**src/sv/uhcle_pkg.sv**
```systemverilog
`default_nettype none

package uhcle_pkg;

  // Longest line the editor holds, and the width of the length counter.
  localparam int unsigned LINE_MAX = 255;
  localparam int unsigned LEN_W    = $clog2(LINE_MAX + 1);

  // Only line positions 1 to 6 feed the color pairs, so only they are kept.
  localparam int unsigned LINE_KEEP  = 6;
  localparam int unsigned KEEP_IDX_W = $clog2(LINE_KEEP);

  // Depth of the command queue between the front and the back.
  localparam int unsigned QUEUE_DEPTH = 2;
  localparam int unsigned QPTR_W      = $clog2(QUEUE_DEPTH);
  localparam int unsigned QCNT_W      = $clog2(QUEUE_DEPTH + 1);

  // Character codes.
  localparam logic [7:0] CH_BS    = 8'd8;
  localparam logic [7:0] CH_TAB   = 8'd9;
  localparam logic [7:0] CH_LF    = 8'd10;
  localparam logic [7:0] CH_CR    = 8'd13;
  localparam logic [7:0] CH_SP    = 8'd32;
  localparam logic [7:0] CH_PLUS  = 8'd43;
  localparam logic [7:0] CH_MINUS = 8'd45;
  localparam logic [7:0] CH_0     = 8'd48;
  localparam logic [7:0] CH_9     = 8'd57;
  localparam logic [7:0] CH_UA    = 8'd65;
  localparam logic [7:0] CH_UF    = 8'd70;
  localparam logic [7:0] CH_LA    = 8'd97;
  localparam logic [7:0] CH_LF_HEX = 8'd102;
  localparam logic [7:0] CH_DEL   = 8'd127;

  localparam logic [7:0] LEVEL_RESET = 8'd255;

  // Kind of work the back end carries out for one item.
  typedef enum logic [1:0] {
    CMD_CHAR = 2'd0,
    CMD_DEL  = 2'd1,
    CMD_CR   = 2'd2
  } cmd_kind_t;

  // One entry of the command queue.
  typedef struct packed {
    cmd_kind_t  kind;
    logic [7:0] rx_byte;
    logic [7:0] red;
    logic [7:0] green;
    logic [7:0] blue;
  } cmd_t;

  // White space as the C library sees it: space, tab through return.
  function automatic logic is_ws(input logic [7:0] c);
    return (c == CH_SP) || ((c >= CH_TAB) && (c <= CH_CR));
  endfunction

  // Hex digit decode: bit 4 flags a digit, bits 3:0 carry its value.
  function automatic logic [4:0] hex_digit(input logic [7:0] c);
    logic [4:0] r;
    r = 5'd0;
    if ((c >= CH_0) && (c <= CH_9)) begin
      r = {1'b1, c[3:0]};
    end else if (((c >= CH_LA) && (c <= CH_LF_HEX)) || ((c >= CH_UA) && (c <= CH_UF))) begin
      r = {1'b1, c[3:0] + 4'd9};
    end
    return r;
  endfunction

  // Reads a two-character pair as base 16, with optional white space and sign.
  // A character that is not valid stands for the end of the line.
  function automatic logic [7:0] pair_value(input logic [7:0] c0, input logic v0,
                                            input logic [7:0] c1, input logic v1);
    logic [7:0] ch [2];
    logic       vd [2];
    logic [1:0] idx;
    logic       neg;
    logic [7:0] acc;
    logic [4:0] hd;
    ch[0] = c0;
    ch[1] = c1;
    vd[0] = v0;
    vd[1] = v1 & v0;
    idx   = 2'd0;
    neg   = 1'b0;
    acc   = 8'd0;
    for (int k = 0; k < 2; k++) begin
      if ((idx == 2'(k)) && vd[k] && is_ws(ch[k])) begin
        idx = idx + 2'd1;
      end
    end
    for (int k = 0; k < 2; k++) begin
      if ((idx == 2'(k)) && vd[k] && ((ch[k] == CH_PLUS) || (ch[k] == CH_MINUS))) begin
        neg = (ch[k] == CH_MINUS);
        idx = idx + 2'd1;
      end
    end
    for (int k = 0; k < 2; k++) begin
      hd = hex_digit(ch[k]);
      if ((idx == 2'(k)) && vd[k] && hd[4]) begin
        acc = {acc[3:0], hd[3:0]};
        idx = idx + 2'd1;
      end
    end
    if (neg) begin
      acc = 8'd0 - acc;
    end
    return acc;
  endfunction

endpackage

`default_nettype wire

```
**src/sv/uhcle_front.sv**
```systemverilog
`default_nettype none

module uhcle_front
  import uhcle_pkg::*;
(
  input  wire logic clk,
  input  wire logic rst_n,
  input  wire logic in_push,
  input  wire logic [7:0] in_rx_byte,
  input  wire logic q_full,
  output logic      q_push,
  output cmd_t      q_data
);

  logic [LEN_W-1:0] line_len_r, line_len_nxt;
  logic [7:0]       chars_r [LINE_KEEP];
  logic             accept;
  logic             is_del, is_cr;
  logic             line_empty, line_full;
  logic             do_append;
  logic [LEN_W-1:0] len_m1;
  logic [7:0]       red_val, green_val, blue_val;

  // Classify the incoming item.
  assign accept     = in_push && !q_full;
  assign is_del     = (in_rx_byte == CH_DEL);
  assign is_cr      = (in_rx_byte == CH_CR);
  assign line_empty = (line_len_r == '0);
  assign line_full  = (line_len_r >= LEN_W'(LINE_MAX));
  assign do_append  = accept && !is_del && !is_cr && !line_full;
  assign len_m1     = line_len_r - 1'b1;

  // Parse the three color pairs from the held line; a position at or past
  // the line length reads as end of line.
  assign red_val   = pair_value(chars_r[0], line_len_r > LEN_W'(1),
                                chars_r[1], line_len_r > LEN_W'(2));
  assign green_val = pair_value(chars_r[2], line_len_r > LEN_W'(3),
                                chars_r[3], line_len_r > LEN_W'(4));
  assign blue_val  = pair_value(chars_r[4], line_len_r > LEN_W'(5),
                                chars_r[5], line_len_r > LEN_W'(6));

  // Line length bookkeeping.
  always_comb begin
    line_len_nxt = line_len_r;
    if (accept) begin
      if (is_cr) begin
        line_len_nxt = '0;
      end else if (is_del) begin
        if (!line_empty) begin
          line_len_nxt = len_m1;
        end
      end else if (!line_full) begin
        line_len_nxt = line_len_r + 1'b1;
      end
    end
  end

  always_ff @(posedge clk) begin
    if (!rst_n) begin
      line_len_r <= '0;
    end else begin
      line_len_r <= line_len_nxt;
    end
  end

  // Keep the characters at line positions 1 to 6.
  always_ff @(posedge clk) begin
    if (do_append && !line_empty && (line_len_r <= LEN_W'(LINE_KEEP))) begin
      chars_r[len_m1[KEEP_IDX_W-1:0]] <= in_rx_byte;
    end
  end

  // Hand work to the back end; ignored deletes and dropped bytes send nothing.
  always_comb begin
    q_push         = accept && (is_cr || (is_del && !line_empty) || do_append);
    q_data.rx_byte = in_rx_byte;
    q_data.red     = red_val;
    q_data.green   = green_val;
    q_data.blue    = blue_val;
    if (is_cr) begin
      q_data.kind = CMD_CR;
    end else if (is_del) begin
      q_data.kind = CMD_DEL;
    end else begin
      q_data.kind = CMD_CHAR;
    end
  end

endmodule

`default_nettype wire

```
**src/sv/uhcle_queue.sv**
```systemverilog
`default_nettype none

module uhcle_queue
  import uhcle_pkg::*;
(
  input  wire logic clk,
  input  wire logic rst_n,
  input  wire logic push,
  input  wire cmd_t din,
  input  wire logic pop,
  output cmd_t      dout,
  output logic      full,
  output logic      empty
);

  cmd_t              mem_r [QUEUE_DEPTH];
  logic [QPTR_W-1:0] wr_ptr_r, rd_ptr_r;
  logic [QCNT_W-1:0] count_r;
  logic              do_push, do_pop;

  assign full    = (count_r == QCNT_W'(QUEUE_DEPTH));
  assign empty   = (count_r == '0);
  assign do_push = push && !full;
  assign do_pop  = pop && !empty;
  assign dout    = mem_r[rd_ptr_r];

  // Storage.
  always_ff @(posedge clk) begin
    if (do_push) begin
      mem_r[wr_ptr_r] <= din;
    end
  end

  // Pointers and fill count.
  always_ff @(posedge clk) begin
    if (!rst_n) begin
      wr_ptr_r <= '0;
      rd_ptr_r <= '0;
      count_r  <= '0;
    end else begin
      if (do_push) begin
        wr_ptr_r <= (wr_ptr_r == QPTR_W'(QUEUE_DEPTH - 1)) ? '0 : wr_ptr_r + 1'b1;
      end
      if (do_pop) begin
        rd_ptr_r <= (rd_ptr_r == QPTR_W'(QUEUE_DEPTH - 1)) ? '0 : rd_ptr_r + 1'b1;
      end
      if (do_push && !do_pop) begin
        count_r <= count_r + 1'b1;
      end else if (do_pop && !do_push) begin
        count_r <= count_r - 1'b1;
      end
    end
  end

endmodule

`default_nettype wire

```
**src/sv/uhcle_back.sv**
```systemverilog
`default_nettype none

module uhcle_back
  import uhcle_pkg::*;
(
  input  wire logic clk,
  input  wire logic rst_n,
  input  wire logic q_empty,
  input  wire cmd_t q_data,
  output logic      q_pop,
  input  wire logic out_pop,
  output logic      out_empty,
  output logic [7:0] out_echo_byte,
  output logic [7:0] out_red_duty,
  output logic [7:0] out_green_duty,
  output logic [7:0] out_blue_duty,
  output logic      out_indicator,
  output logic      out_last
);

  cmd_t       cur_r;
  logic       cur_valid_r;
  logic [1:0] step_r;
  logic [7:0] red_r, green_r, blue_r;
  logic       ind_r;
  logic       out_valid_r;
  logic [7:0] echo_r, ored_r, ogreen_r, oblue_r;
  logic       oind_r, olast_r;
  logic       out_ready, emit;
  logic [7:0] echo_val;
  logic       last_val;
  logic       load;

  assign out_ready = !out_valid_r || out_pop;
  assign emit      = cur_valid_r && out_ready;
  assign load      = !q_empty && (!cur_valid_r || (emit && last_val));
  assign q_pop     = load;

  // Echo sequence of the current item.
  always_comb begin
    unique case (cur_r.kind)
      CMD_DEL: begin
        echo_val = (step_r == 2'd1) ? CH_SP : CH_BS;
        last_val = (step_r == 2'd2);
      end
      CMD_CR: begin
        echo_val = (step_r == 2'd0) ? CH_LF : CH_CR;
        last_val = (step_r == 2'd1);
      end
      CMD_CHAR: begin
        echo_val = cur_r.rx_byte;
        last_val = 1'b1;
      end
      default: begin
        echo_val = cur_r.rx_byte;
        last_val = 1'b1;
      end
    endcase
  end

  // Current item and step; a return takes its new levels when it is loaded.
  always_ff @(posedge clk) begin
    if (!rst_n) begin
      cur_valid_r <= 1'b0;
      step_r      <= 2'd0;
      red_r       <= LEVEL_RESET;
      green_r     <= LEVEL_RESET;
      blue_r      <= LEVEL_RESET;
      ind_r       <= 1'b0;
    end else begin
      if (load) begin
        cur_valid_r <= 1'b1;
        step_r      <= 2'd0;
        if (q_data.kind == CMD_CR) begin
          red_r   <= q_data.red;
          green_r <= q_data.green;
          blue_r  <= q_data.blue;
          ind_r   <= !ind_r;
        end
      end else if (emit) begin
        if (last_val) begin
          cur_valid_r <= 1'b0;
        end else begin
          step_r <= step_r + 2'd1;
        end
      end
    end
  end

  always_ff @(posedge clk) begin
    if (load) begin
      cur_r <= q_data;
    end
  end

  // Output register.
  always_ff @(posedge clk) begin
    if (!rst_n) begin
      out_valid_r <= 1'b0;
    end else if (out_ready) begin
      out_valid_r <= cur_valid_r;
    end
  end

  always_ff @(posedge clk) begin
    if (emit) begin
      echo_r   <= echo_val;
      ored_r   <= red_r;
      ogreen_r <= green_r;
      oblue_r  <= blue_r;
      oind_r   <= ind_r;
      olast_r  <= last_val;
    end
  end

  assign out_empty      = !out_valid_r;
  assign out_echo_byte  = echo_r;
  assign out_red_duty   = ored_r;
  assign out_green_duty = ogreen_r;
  assign out_blue_duty  = oblue_r;
  assign out_indicator  = oind_r;
  assign out_last       = olast_r;

endmodule

`default_nettype wire

```
**src/sv/uart_hex_color_line_editor.sv**
```systemverilog
`default_nettype none

// Serial line editor that sets three color duties. Received bytes are
// pushed in one per cycle whenever full is low; the front end keeps the line
// and parses the color pairs on a return, and a two-entry command queue
// feeds the back end, which emits the echo results one per cycle through an
// output register as long as they are taken. A plain character gives one
// result, a return two and a delete on a non-empty line three. The first
// result of an item passes through the queue, the current-item register and
// the output register. A delete on an empty line and a byte arriving with
// the line full give no result. Duties reset to 255 and the indicator to 0.
module uart_hex_color_line_editor
  import uhcle_pkg::*;
(
  input  wire logic       clk,
  input  wire logic       rst_n,
  input  wire logic       in_push,
  output logic            in_full,
  input  wire logic [7:0] in_rx_byte,
  input  wire logic       out_pop,
  output logic            out_empty,
  output logic [7:0]      out_echo_byte,
  output logic [7:0]      out_red_duty,
  output logic [7:0]      out_green_duty,
  output logic [7:0]      out_blue_duty,
  output logic            out_indicator,
  output logic            out_last
);

  logic q_push, q_pop, q_full, q_empty;
  cmd_t q_din, q_dout;

  assign in_full = q_full;

  uhcle_front u_front (
    .clk        (clk),
    .rst_n      (rst_n),
    .in_push    (in_push),
    .in_rx_byte (in_rx_byte),
    .q_full     (q_full),
    .q_push     (q_push),
    .q_data     (q_din)
  );

  uhcle_queue u_queue (
    .clk   (clk),
    .rst_n (rst_n),
    .push  (q_push),
    .din   (q_din),
    .pop   (q_pop),
    .dout  (q_dout),
    .full  (q_full),
    .empty (q_empty)
  );

  uhcle_back u_back (
    .clk            (clk),
    .rst_n          (rst_n),
    .q_empty        (q_empty),
    .q_data         (q_dout),
    .q_pop          (q_pop),
    .out_pop        (out_pop),
    .out_empty      (out_empty),
    .out_echo_byte  (out_echo_byte),
    .out_red_duty   (out_red_duty),
    .out_green_duty (out_green_duty),
    .out_blue_duty  (out_blue_duty),
    .out_indicator  (out_indicator),
    .out_last       (out_last)
  );

  // The front end never pushes into a full queue.
  a_no_overflow: assert property (@(posedge clk) disable iff (!rst_n)
    q_push |-> !q_full)
    else $error("command pushed into a full queue");

  // Reset leaves no result waiting.
  a_reset_empty: assert property (@(posedge clk) !rst_n |=> out_empty)
    else $error("result visible after reset");

  // A result that is not taken stays on the ports unchanged.
  a_result_held: assert property (@(posedge clk) disable iff (!rst_n)
    (!out_empty && !out_pop) |=>
      (!out_empty && $stable(out_echo_byte) && $stable(out_last)))
    else $error("waiting result changed or vanished");

endmodule

`default_nettype wire

```
**config.mk**
```make
export PLATFORM = sky130hd
export DESIGN_NAME = uart_hex_color_line_editor
export DESIGN_NICKNAME = d
export VERILOG_FILES = /design/src/sv/uhcle_pkg.sv /design/src/sv/uhcle_front.sv /design/src/sv/uhcle_queue.sv /design/src/sv/uhcle_back.sv /design/src/sv/uart_hex_color_line_editor.sv
export SDC_FILE = /design/constraint.sdc
export NUM_CORES = 1
export LEC_CHECK = 0
export ABC_AREA = 1
export BUFFER_PORTS_ARGS = -buffer_cell sky130_fd_sc_hd__buf_2
export CORE_MARGIN = 4
export CORE_UTILIZATION = 45
export CTS_BUF_LIST = sky130_fd_sc_hd__clkbuf_2 sky130_fd_sc_hd__clkbuf_4 sky130_fd_sc_hd__clkbuf_8
export DETAILED_ROUTE_END_ITERATION = 12
export SLEW_MARGIN = 20
export SYNTH_ARGS = -nofsm -noshare
export SYNTH_HDL_FRONTEND = slang
export SYNTH_SLANG_ARGS = --single-unit
```
**constraint.sdc**
```tcl
create_clock -name clk -period 4.8 [get_ports clk]
set_input_delay 0.48 -clock clk [delete_from_list [all_inputs] [get_ports clk]]
set_output_delay 0.48 -clock clk [all_outputs]
set_load 0.02 [all_outputs]
```
==> results of run 1 <==
-- layout make-up --
class	count	share of cell area, %
Clock inverter	7	0.995
Timing Repair Buffer	66	3.23
Inverter	130	4.21
Sequential cell	202	48.3
Clock buffer	57	5.74
Multi-Input combinational cell	664	34.5
Tap cell	280	2.99
-- what timing repair did --
action                     in CTS  in global routing
hold endpoints to repair        0                  0
setup endpoints to repair       0                 38
resized for setup               0                 37
buffers inserted                0                 15
-- tightest hold or removal path, stage by stage --
cell	delay [ns]
buf_2	0.08
nor2_1	0.07
nor2_1	0.09
nor2_1	0.04
-- cells in the final DEF (no fill, tap or decap), types with 17 or more instances in the layout --
cell type and n:
dfxtp_1 39, nor3_1 17, mux2i_1 24, o21ai_0 58, ha_1 50, nand2_2 20, nand2_1 184, xor2_1 18
clkbuf_8 39, inv_1 113, buf_2 47, nor2_1 67, buf_4 19, nand3_1 51, a21oi_1 58, clkbuf_4 18
edfxtp_1 160, nand4_1 21
-- power by group through the flow --
| stage | sequential, uW | combinational, uW | clock [uW] |
|---|---|---|---|
| floorplan | 2570 | 712 | 0 |
| global placement | 2540 | 1030 | 0 |
| detailed placement | 2560 | 1040 | 0 |
| CTS | 2520 | 1050 | 1770 |
| global route | 2560 | 1170 | 1850 |
| finish | 2510 | 1040 | 1710 |
-- flip-flops by register name (all words and copies together), names as in the netlist, named ones only --
| signal | flops |
|---|---|
| u_back.blue_r | 8 |
| u_back.cur_r | 10 |
| u_back.cur_valid_r | 1 |
| u_back.green_r | 8 |
| u_back.ind_r | 1 |
| u_back.out_blue_duty | 8 |
| u_back.out_echo_byte | 8 |
| u_back.out_green_duty | 8 |
| u_back.out_indicator | 1 |
| u_back.out_last | 1 |
| u_back.out_red_duty | 8 |
| u_back.out_valid_r | 1 |
| u_back.red_r | 8 |
| u_back.step_r | 2 |
| u_front.chars_r | 48 |
| u_front.line_len_r | 8 |
| u_queue.count_r | 2 |
| u_queue.mem_r | 68 |
| u_queue.rd_ptr_r | 1 |
| u_queue.wr_ptr_r | 1 |
-- cell families (layout without fill, tap and decap cells) --
logic type / after synthesis / after routing / synth area share (%)
AOI/OAI and AO/OA: 147 / 147 / 8.10
adders and majority gates: 53 / 53 / 6.55
DFF: 202 / 202 / 55.7
xor gates and xnor gates: 21 / 21 / 1.82
muxes: 33 / 33 / 3.37
and+or+nand+nor: 410 / 410 / 19.0
buffers and inverters: 144 / 260 / 5.46
-- stage by stage --
stage	instances	setup TNS, ns	setup slack, ns	utilization [%]
after floorplan	1010	0	0.716	-
after global placement	1327	0	0.276	48.7
after detailed placement	1327	0	0.234	48.7
after CTS	1391	0	0.203	52.3
after global routing	1406	-0.290	-0.0502	53.3
final	1406	0	0.381	53.3
-- worst max-delay path by stage --
stage | cells past startpoint | to | start
2_1_floorplan | 30 | u_queue.mem_r[0][1] | u_front.chars_r[4][0]
3_3_place_gp | 27 | u_queue.mem_r[0][2] | u_front.chars_r[5][0]
6_report | 27 | u_queue.mem_r[0][1] | u_front.chars_r[5][1]
4_1_cts | 30 | u_queue.mem_r[0][18] | u_front.line_len_r[0]
5_1_grt | 32 | u_queue.mem_r[0][12] | u_front.chars_r[2][0]
3_5_place_dp | 28 | u_queue.mem_r[0][1] | u_front.chars_r[4][0]
-- per-layer routing --
metal,track usage [%],part of all wire [%]
met5,0,0
met4,4.96,2.1
met3,2.82,5.4
met2,25.1,43
met1,23.6,49
==> reports/metrics.yaml, run 1 <==
yosys.cell_count.top_type: "nand2_1"
yosys-top-cells-area: "edfxtp_1 47%, dfxtp_1 8.3%, nand2_1 7.0%, ha_1 6.5%, inv_1 4.5%"
r2r_setup_slack_ns: 0.38
switching_share_pct: 29.1
pin_count: 48
coreArea_sq_um: 22000
max_cap_viol_count: 0
netlist.area_leader.share_pct: 47.4
r2r_end: "u_queue.mem_r[0][1]"
min_to: "u_back.out_valid_r"
cts_tree: "yes"
synth.net_count: 1075
start_util_pct: 46.1
crit_path_end_kind: "flip-flop"
synth_largest_area_cell: "edfxtp_1"
switching_power_uw: 1530
row_count: 54
grt_max_degree: 50
crit_family: "simple AND/OR/NAND/NOR gates"
yosys_warnings: 0
max_freq_mhz: 226
multi_input_area_sq_um: 4040
ant_nets: 0
clock_skew_ns: 0.0189
die_h_microns: 158
place.gp.congestion: 0.869
nets: 1164
p_comb_share_pct: 19.7
min_delay_path_depth: 4
numCtsBuffers: 35
cts_buffer_depth: 3
cp_slowest_stage_delay_ns: 0.40
clkPwrFrac_pct: 32.6
grt.overflow.total: 0
ys_ff_latch: 202
diodes: 0
areaGrowthSynthToFinish_pct: 15.5
cts_hold_buf: 0
drv_slew: 0
ir_worst_vdd_uv: 222
cellLeakagePower_uw: 0.00485
drive_above_1_share_pct: 20.5
dpl.hpwl_microns: 14100
drt-initial-drc-count: 341
num_vias: 7036
p_int_uw: 3730
slew_headroom_pct: 30.4
synthFlopType: "edfxtp_1"
port_buffers: 47
synthArstFlopShare_pct: 0
path_class: "reg2reg"
syn_area_per_cell_sq_um: 10.0
drt-wirelength-per-cell_microns: 14.4
insertion_delay_ns: 0.52
hp-start: "out_pop"
cts.sinks: 202
period_minus_slack_ns: 4.42
num-fill-cells: 1965
place_area_sq_um: 10700
die_area_sq_um: 25000
grt_pass1_wl_microns: 32500
syn_area_sq_um: 10100
whs_ns: 0.293
synth_edf_count: 160
setup_viol: 0
tightest_slew_ns: 1.04
clk_pin_slew_ns: 0.06
design_area_sq_um: 11700
syn_inst: 1010
powerDensity_nw_per_um2: 450
regArea_sq_um: 5650
grtUsageTotal_pct: 16.3
die_x_microns: 158
crit_slowest_cell: "edfxtp_1"
worstPathMaxFanout: 7
routed_wl_microns: 20200
yosysUniqueCellTypes: 48
min_period_over_period_pct: 92.1
crit_buf_inv: 5
hold_class: "in2reg"
crit_required_ns: 5.04
yosysSeqAreaShare_pct: 55.7
status: "finished clean"
viasPerCell: 5.00
h-tree-depth: 2
antenna_found_initial: 0
rr_worst_depth: 27
startpoint_type: "flip-flop"
drc: 0
yosys-top-cells-count: "190 x nand2_1, 160 x edfxtp_1, 121 x inv_1"
finalHoldViolCount: 0
arrival_ns: 4.66
reg2reg_from: "u_front.chars_r[5][1]"
grt_pass1_vias: 6467
cts_root_buffer: "clkbuf_8"
seqPwrFrac_pct: 47.8
total_power_uw: 5260
firstDrtPassIters: 5
No activity file was read; power rests on OpenSTA's default activity.
==> run 2, diff against run 1 <==
--- a/config.mk
+++ b/config.mk
@@ -5,7 +5,7 @@
 export SDC_FILE = /design/constraint.sdc
 export NUM_CORES = 1
 export LEC_CHECK = 0
-export ABC_AREA = 1
+export ABC_AREA = 0
 export BUFFER_PORTS_ARGS = -buffer_cell sky130_fd_sc_hd__buf_2
 export CORE_MARGIN = 4
 export CORE_UTILIZATION = 45
==> reports/metrics.yaml, run 2 <==
worstPathCellList: "or4_4 -> a211oi_4 -> a21oi_2 -> and3_4 -> ha_4 -> xor2_1 -> ha_2 -> nand2_1 -> or4_4 -> or4_4 -> o21a_1 -> ha_1 -> or3_1 -> mux2i_1 -> and2_4 -> mux2_4 -> inv_2 -> ha_4 -> nand3b_1 -> a32o_2"
cp_slowest_stage_delay_ns: 0.59  # +0.19 ns
ys_ff_latch: 202  # unchanged
layout_setup_ws_ns: -0.273  # -0.653 ns
place_area_sq_um: 12100  # +13%
pre_cts_ws_ns: -0.450  # -0.684 ns
violations: "negative setup slack"
ir_worst_vdd_uv: 193  # -13%
finalHoldViolCount: 0  # unchanged
drive_above_1_share_pct: 35.6  # +15 points
tightest_slew_ns: 1.02  # -0.0199 ns
numCtsBuffers: 36  # +2.9%
routed_wl_microns: 22700  # +12%
grt_pass1_vias: 7207  # +11%
cts_buffer_depth: 3  # unchanged
largest_reg_flops: 68  # unchanged
syn_area_per_cell_sq_um: 11.8  # +18%
place.gp.congestion: 0.842  # -3.1%
crit_slowest_cell: "or4_4"
yosys_warnings: 0  # unchanged
fin_cells: 1441  # +2.5%
cpMostUsedCell: "or4_4"
cellLeakagePower_uw: 0.00516  # +6.5%
whs_ns: 0.347  # +0.0536 ns
h-tree-depth: 2  # unchanged
arrival_ns: 5.32  # +0.66 ns
global_route.usage.met3_pct: 2.75  # -0.070 points
diodes: 0  # unchanged
insertion_delay_ns: 0.51  # about the same
path_class: "reg2reg"
crit_required_ns: 5.04  # about the same
synthFlopType: "edfxtp_1"
grt_use_met2_pct: 27.8  # +2.7 points
grtUsageTotal_pct: 17.3  # +1.1 points
clock_skew_ns: 0.0190  # +0.000139 ns
hold_class: "in2reg"
r2r_end: "u_queue.mem_r[1][6]"
die_area_sq_um: 25800  # +3.3%
viasPerCell: 5.21  # +4.0%
synth_edf_count: 160  # unchanged
grt-busiest-layer: "met2"
max_freq_mhz: 197  # -13%
drv_slew: 0  # unchanged
crit_family: "simple AND/OR/NAND/NOR gates"
slew_headroom_pct: 31.2  # +0.80 points
grt_pass1_wl_microns: 36700  # +13%
dpl.hpwl_microns: 15800  # +12%
yosys-top-cells-count: "160 x edfxtp_1, 72 x nand2_1, 54 x nor2_1"
cts_hold_buf: 0  # unchanged
period_minus_slack_ns: 5.07  # +0.653 ns
mostFrequentLayoutCell: "edfxtp_1"
syn_area_sq_um: 10500  # +3.5%
drt-initial-drc-count: 411  # +21%
regMostFlops: "u_queue.mem_r"
row_count: 55  # +1.9%
yosysSeqAreaShare_pct: 53.9  # -1.9 points
drt-wirelength-per-cell_microns: 15.7  # +9.7%
coreArea_sq_um: 22800  # +3.7%
syn_inst: 888  # -12%
synth_largest_area_cell: "edfxtp_1"
setup_viol: 18  # +18
worstPathMaxFanout: 3  # -4
yosysUniqueCellTypes: 91  # +90%
num_vias: 7503  # +6.6%
startpoint_type: "flip-flop"
rr_worst_depth: 20  # -26%
design_area_sq_um: 13400  # +14%
cts.sinks: 202  # unchanged
status: "finished, violations left"
die_h_microns: 161  # +1.6%
reg2reg_from: "u_front.line_len_r[6]"
areaGrowthSynthToFinish_pct: 27.5
synthArstFlopShare_pct: 0  # unchanged
cp_num_cells: 20  # -26%
yosys-top-cells-area: "edfxtp_1 46%, dfxtp_1 8.0%, ha_1 6.3%, mux2i_1 3.5%, nand2_1 2.6%"
max_cap_viol_count: 0  # unchanged
start_util_pct: 46.0  # -0.11 points
use_met1_pct: 24.6  # +0.99 points
final_cell_mix: "160 x edfxtp_1, 157 x buf_4, 70 x nand2_1"
powerDensity_nw_per_um2: 388  # -14%
synth.net_count: 953  # -11%
clk_pin_slew_ns: 0.06  # about the same
crit_start: "u_front.line_len_r[6]"
nets: 1165  # +0.086%
firstDrtPassIters: 5  # unchanged
grt.overflow.total: 0  # unchanged
dp_cells: 1352  # +1.9%
min_period_over_period_pct: 106  # +14 points
crit_buf_inv: 1  # -4
r2r_setup_slack_ns: -0.27  # -0.65 ns
netlist.area_leader.share_pct: 45.8  # -1.6 points
grt_max_degree: 50  # unchanged
cts_tree: "yes"
ant_nets: 0  # unchanged
drc: 0  # unchanged
crit_path_end_kind: "flip-flop"
endpoint: "u_queue.mem_r[1][6]"
yosys.cell_count.top_type: "edfxtp_1"
die_x_microns: 161  # +1.6%
rsz0062_at_grt: "yes"
cts_root_buffer: "clkbuf_8"
port_buffers: 47  # unchanged
antenna_found_initial: 0  # unchanged
pin_count: 48  # unchanged
## run 2: changes by cell type after synthesis, moves of 29 or more
cell     delta
inv_1      -77
a21oi_1    -29
nand3_1    -38
o21ai_0    -31
nand2_1   -118
## run 2: worst min path at each step
stage | start | endpoint | depth (start not counted)
3_5_place_dp | u_back.green_r[2] | u_back.out_green_duty[2] | 0
5_1_grt | in_rx_byte[7] | u_front.chars_r[0][7] | 1
6_report | out_pop | u_back.out_valid_r | 3
4_1_cts | out_pop | u_back.out_valid_r | 3
3_3_place_gp | u_back.green_r[2] | u_back.out_green_duty[2] | 0
2_1_floorplan | u_back.blue_r[0] | u_back.out_blue_duty[0] | 0
## run 2: what timing repair did
action	in CTS	in global routing
gates resized for setup	25	57
setup buffers	13	11
cloned	0	1
pin swaps	23	24
endpoints found under the setup margin	28	46
## run 2: where the power goes
part	internal, uW	switching [uW]	leakage (uW)
Clock	924	673	0.000397
Sequential	2280	108	0.00180
Combinational	450	751	0.00296
## run 2: area by class of cell
type | instances | area, sq um
fill | 1924 | 9420
clock inverter | 8 | 42.5
multi-input combinational | 606 | 4900
clock buffer | 58 | 698
tap | 313 | 392
sequential | 202 | 5650
inverter | 44 | 173
timing repair buffer | 210 | 1510
## run 2: worst reg2reg max path: stages (launching register included)
cell	delay, ns
dfxtp_2	0.32
or4_4	0.59
a211oi_4	0.21
a21oi_2	0.06
and3_4	0.16
ha_4	0.26
xor2_1	0.14
ha_2	0.18
nand2_1	0.05
or4_4	0.44
or4_4	0.50
o21a_1	0.12
ha_1	0.26
or3_1	0.30
mux2i_1	0.17
and2_4	0.19
mux2_4	0.31
inv_2	0.07
ha_4	0.13
nand3b_1	0.10
a32o_2	0.29
## run 2: cell families (layout without fill, tap and decap cells)
| family | after synthesis | after routing | synth area share, % |
|---|---|---|---|
| AO/OA/AOI/OAI | 186 | 186 | 13.4 |
| flip-flops | 202 | 202 | 53.9 |
| multiplexers | 56 | 56 | 5.65 |
| AND/OR/NAND/NOR | 268 | 268 | 13.8 |
| buffers and inverters | 80 | 320 | 3.06 |
| adder cells (fa/ha/maj) | 53 | 53 | 6.33 |
| XOR/XNOR | 43 | 43 | 3.88 |
## run 2: metal layers
metal,vias to the layer above,wire (microns)
met5,-,0
met4,0,477
met3,42,757
met2,126,10400
met1,3590,11000
li1,3745,-
## run 2: metrics by stage
step | setup TNS [ns] | util, % | total power, uW
after floorplan | -7.24 | - | 3220
after global placement | -5.45 | 53.2 | 3590
after detailed placement | -8.15 | 53.2 | 3610
after CTS | -5.15 | 57.3 | 5240
after global routing | -8.70 | 58.7 | 5480
final | -2.33 | 58.7 | 5180
==> run 3, diff against run 2 <==
--- a/config.mk
+++ b/config.mk
@@ -8,10 +8,11 @@
 export ABC_AREA = 0
 export BUFFER_PORTS_ARGS = -buffer_cell sky130_fd_sc_hd__buf_2
 export CORE_MARGIN = 4
-export CORE_UTILIZATION = 45
+export CORE_UTILIZATION = 25
 export CTS_BUF_LIST = sky130_fd_sc_hd__clkbuf_2 sky130_fd_sc_hd__clkbuf_4 sky130_fd_sc_hd__clkbuf_8
 export DETAILED_ROUTE_END_ITERATION = 12
 export SLEW_MARGIN = 20
 export SYNTH_ARGS = -nofsm -noshare
 export SYNTH_HDL_FRONTEND = slang
+export SYNTH_HIERARCHICAL = 1
 export SYNTH_SLANG_ARGS = --single-unit
==> reports/metrics.yaml, run 3 <==
yosysSeqAreaShare_pct: 52.4  # -1.5 points
antenna_found_initial: 8  # +8
max_freq_mhz: 198  # +0.39%
max_cap_viol_count: 0  # unchanged
cts.sinks: 202  # unchanged
syn_area_per_cell_sq_um: 11.8  # -0.11%
tightest_slew_ns: 1.10  # +0.0785 ns
syn_area_sq_um: 10800  # +2.8%
yosys-top-cells-area: "edfxtp_1 45%, dfxtp_1 7.8%, ha_1 5.5%, mux2_2 5.0%, mux2i_1 3.9%"
regMostFlops: "u_queue/mem_r"
cpMostUsedCell: "inv_2"
dpl.hpwl_microns: 17000  # +7.6%
drt-wirelength-per-cell_microns: 14.3  # -8.9%
grt_pass1_vias: 7382  # +2.4%
die_area_sq_um: 46500  # +80%
fin_cells: 1687  # +17%
slew_headroom_pct: 25.9  # -5.3 points
yosys.cell_count.top_type: "edfxtp_1"
drv_slew: 0  # unchanged
startpoint_type: "flip-flop"
drc: 0  # unchanged
routed_wl_microns: 24200  # +6.7%
regArea_sq_um: 5650  # about the same
grt.overflow.total: 0  # unchanged
hold_class: "in2reg"
hp-start: "in_rx_byte[3]"
finalHoldViolCount: 0  # unchanged
design_area_sq_um: 13700  # +2.6%
arrival_ns: 5.31  # about the same
place_area_sq_um: 12500  # +3.2%
ir_worst_vdd_uv: 338  # +75%
cts_hold_buf: 0  # unchanged
drive_above_1_share_pct: 34.8  # -0.83 points
place.gp.congestion: 0.861  # +2.2%
grt_max_degree: 63  # +26%
grtUsageTotal_pct: 10.0  # -7.3 points
min_period_over_period_pct: 105  # -0.41 points
coreArea_sq_um: 42300  # +86%
period_minus_slack_ns: 5.05  # -0.0196 ns
synth_largest_area_cell: "edfxtp_1"
synthFlopType: "edfxtp_1"
h-tree-depth: 2  # unchanged
largest_reg_flops: 68  # unchanged
mostFrequentLayoutCell: "edfxtp_1"
numCtsBuffers: 34  # -5.6%
synth.net_count: 973  # +2.1%
netlist.area_leader.share_pct: 44.6  # -1.3 points
path_class: "reg2reg"
powerDensity_nw_per_um2: 380  # -1.9%
crit_path_end_kind: "flip-flop"
status: "finished, violations left"
multi_input_area_sq_um: 5220  # +6.5%
worstPathMaxFanout: 3  # unchanged
crit_required_ns: 5.05  # about the same
firstDrtPassIters: 5  # unchanged
row_count: 75  # +36%
synthSimpleGateAreaFrac_pct: 15.3  # +1.5 points
cts_root_buffer: "clkbuf_8"
cp_slowest_stage_delay_ns: 0.55  # -0.04 ns
layout_setup_ws_ns: -0.253  # +0.0196 ns
num-fill-cells: 4221  # +120%
synth-compound-area-share_pct: 11.1  # -2.4 points
ant_nets: 0  # unchanged
yosysUniqueCellTypes: 88  # -3.3%
clock_skew_ns: 0.0112  # -0.00783 ns
synth_top_family_by_area: "simple AND/OR/NAND/NOR gates"
crit_slowest_cell: "or4_4"
final_cell_mix: "160 x edfxtp_1, 117 x buf_4, 52 x nor2b_1"
viasPerCell: 4.43  # -15%
synthXorXnorAreaFrac_pct: 2.96  # -0.92 points
start_util_pct: 25.5  # -21 points
areaGrowthSynthToFinish_pct: 27.2
crit_start: "u_front/line_len_r[3]"
clk_pin_slew_ns: 0.06  # about the same
die_h_microns: 216  # +34%
nets: 1140  # -2.1%
yosys_warnings: 6  # +6
ys_ff_latch: 202  # unchanged
synth_edf_count: 160  # unchanged
die_x_microns: 216  # +34%
whs_ns: 0.325  # -0.0222 ns
setup_viol: 14  # -4
drt-initial-drc-count: 451  # +9.7%
violations: "negative setup slack"
muxShareOfSynthArea_pct: 8.92  # +3.3 points
port_buffers: 47  # unchanged
synthArstFlopShare_pct: 0  # unchanged
cts_buffer_depth: 3  # unchanged
synth-adder-area-share_pct: 5.46  # -0.87 points
pin_count: 48  # unchanged
insertion_delay_ns: 0.53  # +0.02 ns
reg2reg_from: "u_front/line_len_r[3]"
syn_inst: 914  # +2.9%
rsz0062_at_grt: "yes"
dp_cells: 1607  # +19%
grt_pass1_wl_microns: 38600  # +5.1%
num_vias: 7469  # -0.45%
yosys-top-cells-count: "160 x edfxtp_1, 52 x nor2_1, 52 x nor2b_1"
cellLeakagePower_uw: 0.00492  # -4.7%
cts_tree: "yes"
-- run 3: critical path: cells and delay by family (launching register included) --
| family | cells | cell delay, ns |
|---|---|---|
| DFF | 1 | 0.32 |
| adders and majority gates | 4 | 0.78 |
| buffers and inverters | 7 | 0.53 |
| and+or+nand+nor | 6 | 1.48 |
| xor gates and xnor gates | 2 | 0.20 |
| muxes | 1 | 0.37 |
| AOI/OAI and AO/OA | 6 | 1.09 |
-- run 3: final timing paths --
kind,endpoint,cells after the start,slack [ns]
max reg2reg,u_queue/mem_r[0][4],26,-0.25
min,u_queue/mem_r[1][27],1,0.32
max,u_queue/mem_r[0][4],26,-0.25
min reg2reg,u_back/out_green_duty[4],0,0.43
-- run 3: cells by family after synthesis --
kind of cell             after synthesis
adder cells (fa/ha/maj)               47
multiplexers                          90
AO/OA/AOI/OAI                        158
AND/OR/NAND/NOR                      292
flip-flops                           202
XOR/XNOR                              34
buffers and inverters                 91
-- run 3: per-layer routing --
layer  global-route usage (%)  up-vias  share of wire, %
li1                         -     3715                 -
met1                     12.8     3565                45
met2                     16.6      142                47
met3                     2.67       39               5.9
met4                     3.07        8               1.9
met5                        0        -              0.19
-- run 3: layout make-up --
cell class              instances  share of cell area, %
flip-flops and latches        202                   41.3
multi-input cells             621                   38.1
repair buffers                169                   8.60
well taps                     577                   5.27
clock buffers                  48                   4.41
inverters                      53                   1.47
clock inverters                13                  0.858
diodes                          4                 0.0730
-- run 3: stage by stage --
| stage | utilization (%) | total power [uW] | setup WS, ns | TNS [ns] |
|---|---|---|---|---|
| after global placement | 29.5 | 3600 | -0.170 | -1.33 |
| after global routing | 32.4 | 5520 | -0.541 | -6.91 |
| after detailed placement | 29.5 | 3620 | -0.326 | -3.99 |
| final | 32.4 | 5210 | -0.253 | -1.49 |
| after CTS | 31.5 | 5280 | -0.180 | -1.31 |
| after floorplan | - | 3270 | -0.373 | -4.05 |
-- run 3: where the power goes --
part,switching [uW],internal [uW],total [uW]
Clock,687,926,1610
Sequential,121,2280,2400
Combinational,705,495,1200
Total,1510,3700,5210
-- run 3: repair_timing --
action	in CTS	in global routing
resized for setup	13	65
pin swaps	12	30
setup buffers	6	11
setup endpoints to repair	24	38
